`src/sv/fcv_pkg.sv`:
```
// Shared types, codes and helpers for the Verlet chain integrator.
package fcv_pkg;

  typedef enum logic [4:0] {
    ST_CLR, ST_IDLE,
    ST_A_START, ST_A_LOAD0, ST_A_RD, ST_A_DIFF,
    ST_A_M1, ST_A_M2, ST_A_M3, ST_A_M4, ST_A_W1, ST_A_W2,
    ST_K_RD, ST_K_MUL, ST_K_W1, ST_K_W2,
    ST_D_RD, ST_D_MUL, ST_D_W1, ST_D_W2,
    ST_R_RD, ST_R_LOAD
  } state_t;

  localparam logic CMD_LOAD    = 1'b0;
  localparam logic CMD_ADVANCE = 1'b1;

  localparam logic [1:0] REG_TIME_STEP = 2'd0;
  localparam logic [1:0] REG_STIFFNESS = 2'd1;
  localparam logic [1:0] REG_NONLINEAR = 2'd2;

  localparam logic [23:0] TIME_STEP_RST = 24'd2516582;
  localparam logic [31:0] STIFFNESS_RST = 32'd16777216;
  localparam logic [31:0] NONLINEAR_RST = 32'd1677722;

  typedef struct packed {
    logic signed [31:0] value;
    logic               ovf;
  } sat_t;

  // Clamp a 33-bit sum to the signed 32-bit range.
  function automatic sat_t sat33(input logic signed [32:0] x);
    sat_t r;
    r.ovf = x[32] ^ x[31];
    if (!r.ovf) r.value = x[31:0];
    else if (x[32]) r.value = 32'sh8000_0000;
    else r.value = 32'sh7FFF_FFFF;
    return r;
  endfunction

endpackage

```
`src/sv/fcv_mul.sv`:
```
// Two-stage signed multiplier: product >> 24 or >> 25, round half away, saturate.
module fcv_mul import fcv_pkg::*; (
  input  logic               clk,
  input  logic               rst,
  input  logic               go,
  input  logic signed [35:0] a,
  input  logic signed [35:0] b,
  input  logic               sh25,
  output logic signed [31:0] res,
  output logic               sat,
  output logic               done
);

  logic [34:0] am, bm;
  logic [69:0] prod;
  logic        neg1, sh1, v1;
  logic [70:0] t;
  logic [46:0] r, lim;
  logic        ovf;
  logic [31:0] mag;

  assign am = a[35] ? 35'(-a) : a[34:0];
  assign bm = b[35] ? 35'(-b) : b[34:0];

  always_ff @(posedge clk) begin
    prod <= am * bm;
    neg1 <= a[35] ^ b[35];
    sh1  <= sh25;
  end

  always_comb begin
    t   = {1'b0, prod} + (sh1 ? (71'd1 << 24) : (71'd1 << 23));
    r   = sh1 ? {1'b0, t[70:25]} : t[70:24];
    lim = neg1 ? 47'h0_8000_0000 : 47'h0_7FFF_FFFF;
    ovf = r > lim;
    mag = ovf ? lim[31:0] : r[31:0];
  end

  always_ff @(posedge clk) begin
    res <= neg1 ? -$signed(mag) : $signed(mag);
    sat <= ovf;
  end

  always_ff @(posedge clk) begin
    if (rst) begin
      v1   <= 1'b0;
      done <= 1'b0;
    end else begin
      v1   <= go;
      done <= v1;
    end
  end

endmodule

```
`config.mk`:
```
export PLATFORM = sky130hd
export DESIGN_NAME = fcv_mul
export DESIGN_NICKNAME = d
export VERILOG_FILES = /design/src/sv/fcv_pkg.sv /design/src/sv/fcv_mul.sv
export SDC_FILE = /design/constraint.sdc
export NUM_CORES = 2
export LEC_CHECK = 0
export BUFFER_PORTS_ARGS = -buffer_cell sky130_fd_sc_hd__buf_2
export CAP_MARGIN = 20
export CORE_UTILIZATION = 46
export CTS_CLUSTER_DIAMETER = 150
export DETAILED_ROUTE_END_ITERATION = 6
export MAX_ROUTING_LAYER = met4
export SYNTH_ARGS = -nofsm -noshare
export SYNTH_HDL_FRONTEND = slang
export SYNTH_SLANG_ARGS = --single-unit
```
`constraint.sdc`:
```
create_clock -name clk -period 10.9 [get_ports clk]
set_input_delay 1.635 -clock clk [delete_from_list [all_inputs] [get_ports clk]]
set_output_delay 1.635 -clock clk [all_outputs]
set_load 0.03 [all_outputs]
```
==> metrics.cfg <==
[outcome]
status=finished, violations left
violations=setup timing

[hold_path]
min_path_type=flip-flop to flip-flop

[worst_setup_path]
critPathKind=input port to flip-flop
cpMostUsedCell=fa_1
worst_ep_required_time_ns=11.15
cp.arrival_ns=11.68
start_kind=input port
crit_path_end_kind=flip-flop
crit_fanout=4
critPathSlowestCell=fa_2
critPathMaxStageDelay_ns=0.56

[floorplanning]
fp.coreArea_um2=95200
initial_core_util=0.465
num_io_pins=110
rows=113
die_area_um2=97500
die_h_um=312
die_w_um=312

[routing]
ant_nets=0
drtIter0Drc=3117
dr.pass1.iters=6
viasPerCell=5.38
drc=0
wirelength_um=155000
route.vias.total=37200
wl_per_cell_um=22.4

[layout]
drive_gt1_frac=0.170
nets=7131
fillers=8869
regArea_um2=1680
stdcell_area_um2=52600
area_growth_pct=18.7
layoutNonFillerInstCount=6922
multiInputGateArea_um2=38500

[synthesis]
synthAdderAreaFrac=0.583
ys_async_sr_fraction=0
syn_inst=5147
synth_compound_area_frac=0.0606
yosys.area_share.simple=0.157
ys_types=83
ys.warnings.count=0
synth_xor_area_frac=0.0360
synth_area_um2=44300
synth-main-ff-cell=dfxtp_1
synth_top_family_by_area=adder cells
synthMuxAreaShare=0.00441
synth-seq-cells=84
avgSynthCellArea_um2=8.60
syn_nets=6633
synth_seq_area_share=0.0380
synth-edff-count=0

[sta]
worst_pin_slew_ns=0.947
max_freq_mhz=87.5
finalCriticalPeriod_ns=11.43
finalSetupViolCount=32
holdWs_ns=0.444
min_period_over_period=1.05
slew_headroom=0.363
grt_setup_unrepaired=true
finalHoldViolCount=0
tns_ns=-10.63
clock_skew_ns=0.0183
final_max_slew_viol_count=0
setup_slack_ns=-0.528

[clock_network]
cts_sinks=84
root_buffer=clkbuf_16
tritoncts=yes
cts_buffers=9
cts.htree.levels=3
cts.path.max_buffers=2
clk_pin_slew_worst_paths_ns=0.06
postCtsHoldBufs=0
clk_latency_ns=0.38

[grt]
grt_overflow_total=0
grt_pass1_vias=38900
grt_start_max_net_pins=81
grtUsageTotal=0.336
grt_pass1_wl_um=237000
antenna_found_initial=9

[job]
cap_violations=0

[placement]
gp_congestion=1.02
io_buffer_count=109
dp_cells=6869
dpl_cell_area_um2=51400
dp.final_hpwl_um=132000

==> flip-flops by register name, summed over array words and instances, names as in the netlist <==
signal / count
sh1: 1
prod: 47
neg1: 1
sat: 1
v1: 1
res: 32
done: 1
==> final cells by class <==
class | instances | share of cell area
diodes | 7 | 0.000333
clock buffers | 9 | 0.00428
clock inverters | 7 | 0.00138
inverters | 1191 | 0.0850
multi-input cells | 3641 | 0.733
flip-flops and latches | 84 | 0.0320
well taps | 1265 | 0.0301
repair buffers | 718 | 0.114
==> synth_stat cells, types with 28 or more instances <==
cell type / number / area [µm²]
nand3_1: 48 / 240
o21ai_0: 53 / 265
nor2_1: 427 / 1600
a21oi_1: 78 / 390
nand2_1: 926 / 3480
ha_1: 322 / 4030
dfxtp_1: 84 / 1680
clkbuf_1: 203 / 762
inv_1: 1190 / 4470
a21o_1: 39 / 293
xnor2_1: 108 / 946
nand4_1: 28 / 175
and2_1: 62 / 388
fa_1: 1088 / 21800
nor3_1: 42 / 210
xor2_1: 74 / 648
==> worst max-delay path: cells and delay by family <==
family          cells  cell delay [ns]
xor+xnor            2             0.34
buf+inv             8             0.51
compound gates      9             1.42
fa+ha+maj           9             4.43
simple gates       11             3.34
==> cell usage in the layout, fill, tap and decap left out, drive strengths merged, types with 12 or more instances in the layout <==
cell type	netlist	final
a211oi	17	17
o21a	20	20
and3	12	12
nor4	20	20
dfxtp	84	84
buf	28	717
a31oi	19	19
nand3	48	48
inv	1190	1192
o21ai	55	55
a21o	39	39
a21oi	78	78
and2	62	62
o31ai	16	16
mux2i	15	15
nor2b	14	14
fa	1088	1088
nand2b	15	15
xor2	74	74
or4	19	19
ha	322	322
xnor2	108	108
nor2	427	427
nand2	926	926
nand4	28	28
nor3	43	43
==> cells by family (layout without fill, tap and decap cells) <==
family / Yosys count / count (layout)
other: 0 / 7
adders and majority gates: 1410 / 1410
and+or+nand+nor: 1652 / 1652
AOI/OAI and AO/OA: 378 / 378
DFF: 84 / 84
muxes: 19 / 19
buffers and inverters: 1422 / 1925
xor gates and xnor gates: 182 / 182
==> metrics by stage <==
step / util / setup slack, ns
after global routing: 0.552 / -0.802
after global placement: 0.540 / -1.04
final: 0.552 / -0.528
after floorplan: - / -0.271
after detailed placement: 0.540 / -1.16
after CTS: 0.547 / -0.450
==> metal layers <==
metal,track usage,up-vias,part of all wire
met5,-,-,0
met4,0.129,0,0.046
met3,0.0646,293,0.087
met2,0.512,1591,0.46
met1,0.443,19000,0.41
li1,-,16300,-
==> timing repair <==
item,CTS,global route
resized for setup,60,88
setup buffers,19,13
cloned,0,1
endpoints found under the setup margin,34,40
pin swaps,31,33
==> final timing paths <==
kind	start	end	slack (ns)	depth (start not counted)
worst max register to register	prod[30]	res[28]	1.84	26
worst min-delay path	v1	done	0.44	1
worst max-delay path	a[4]	prod[54]	-0.53	39
worst min register to register	v1	done	0.44	1
Power is not shown: default switching activity piles up to over one toggle a cycle in this logic, so the estimate is an artifact.
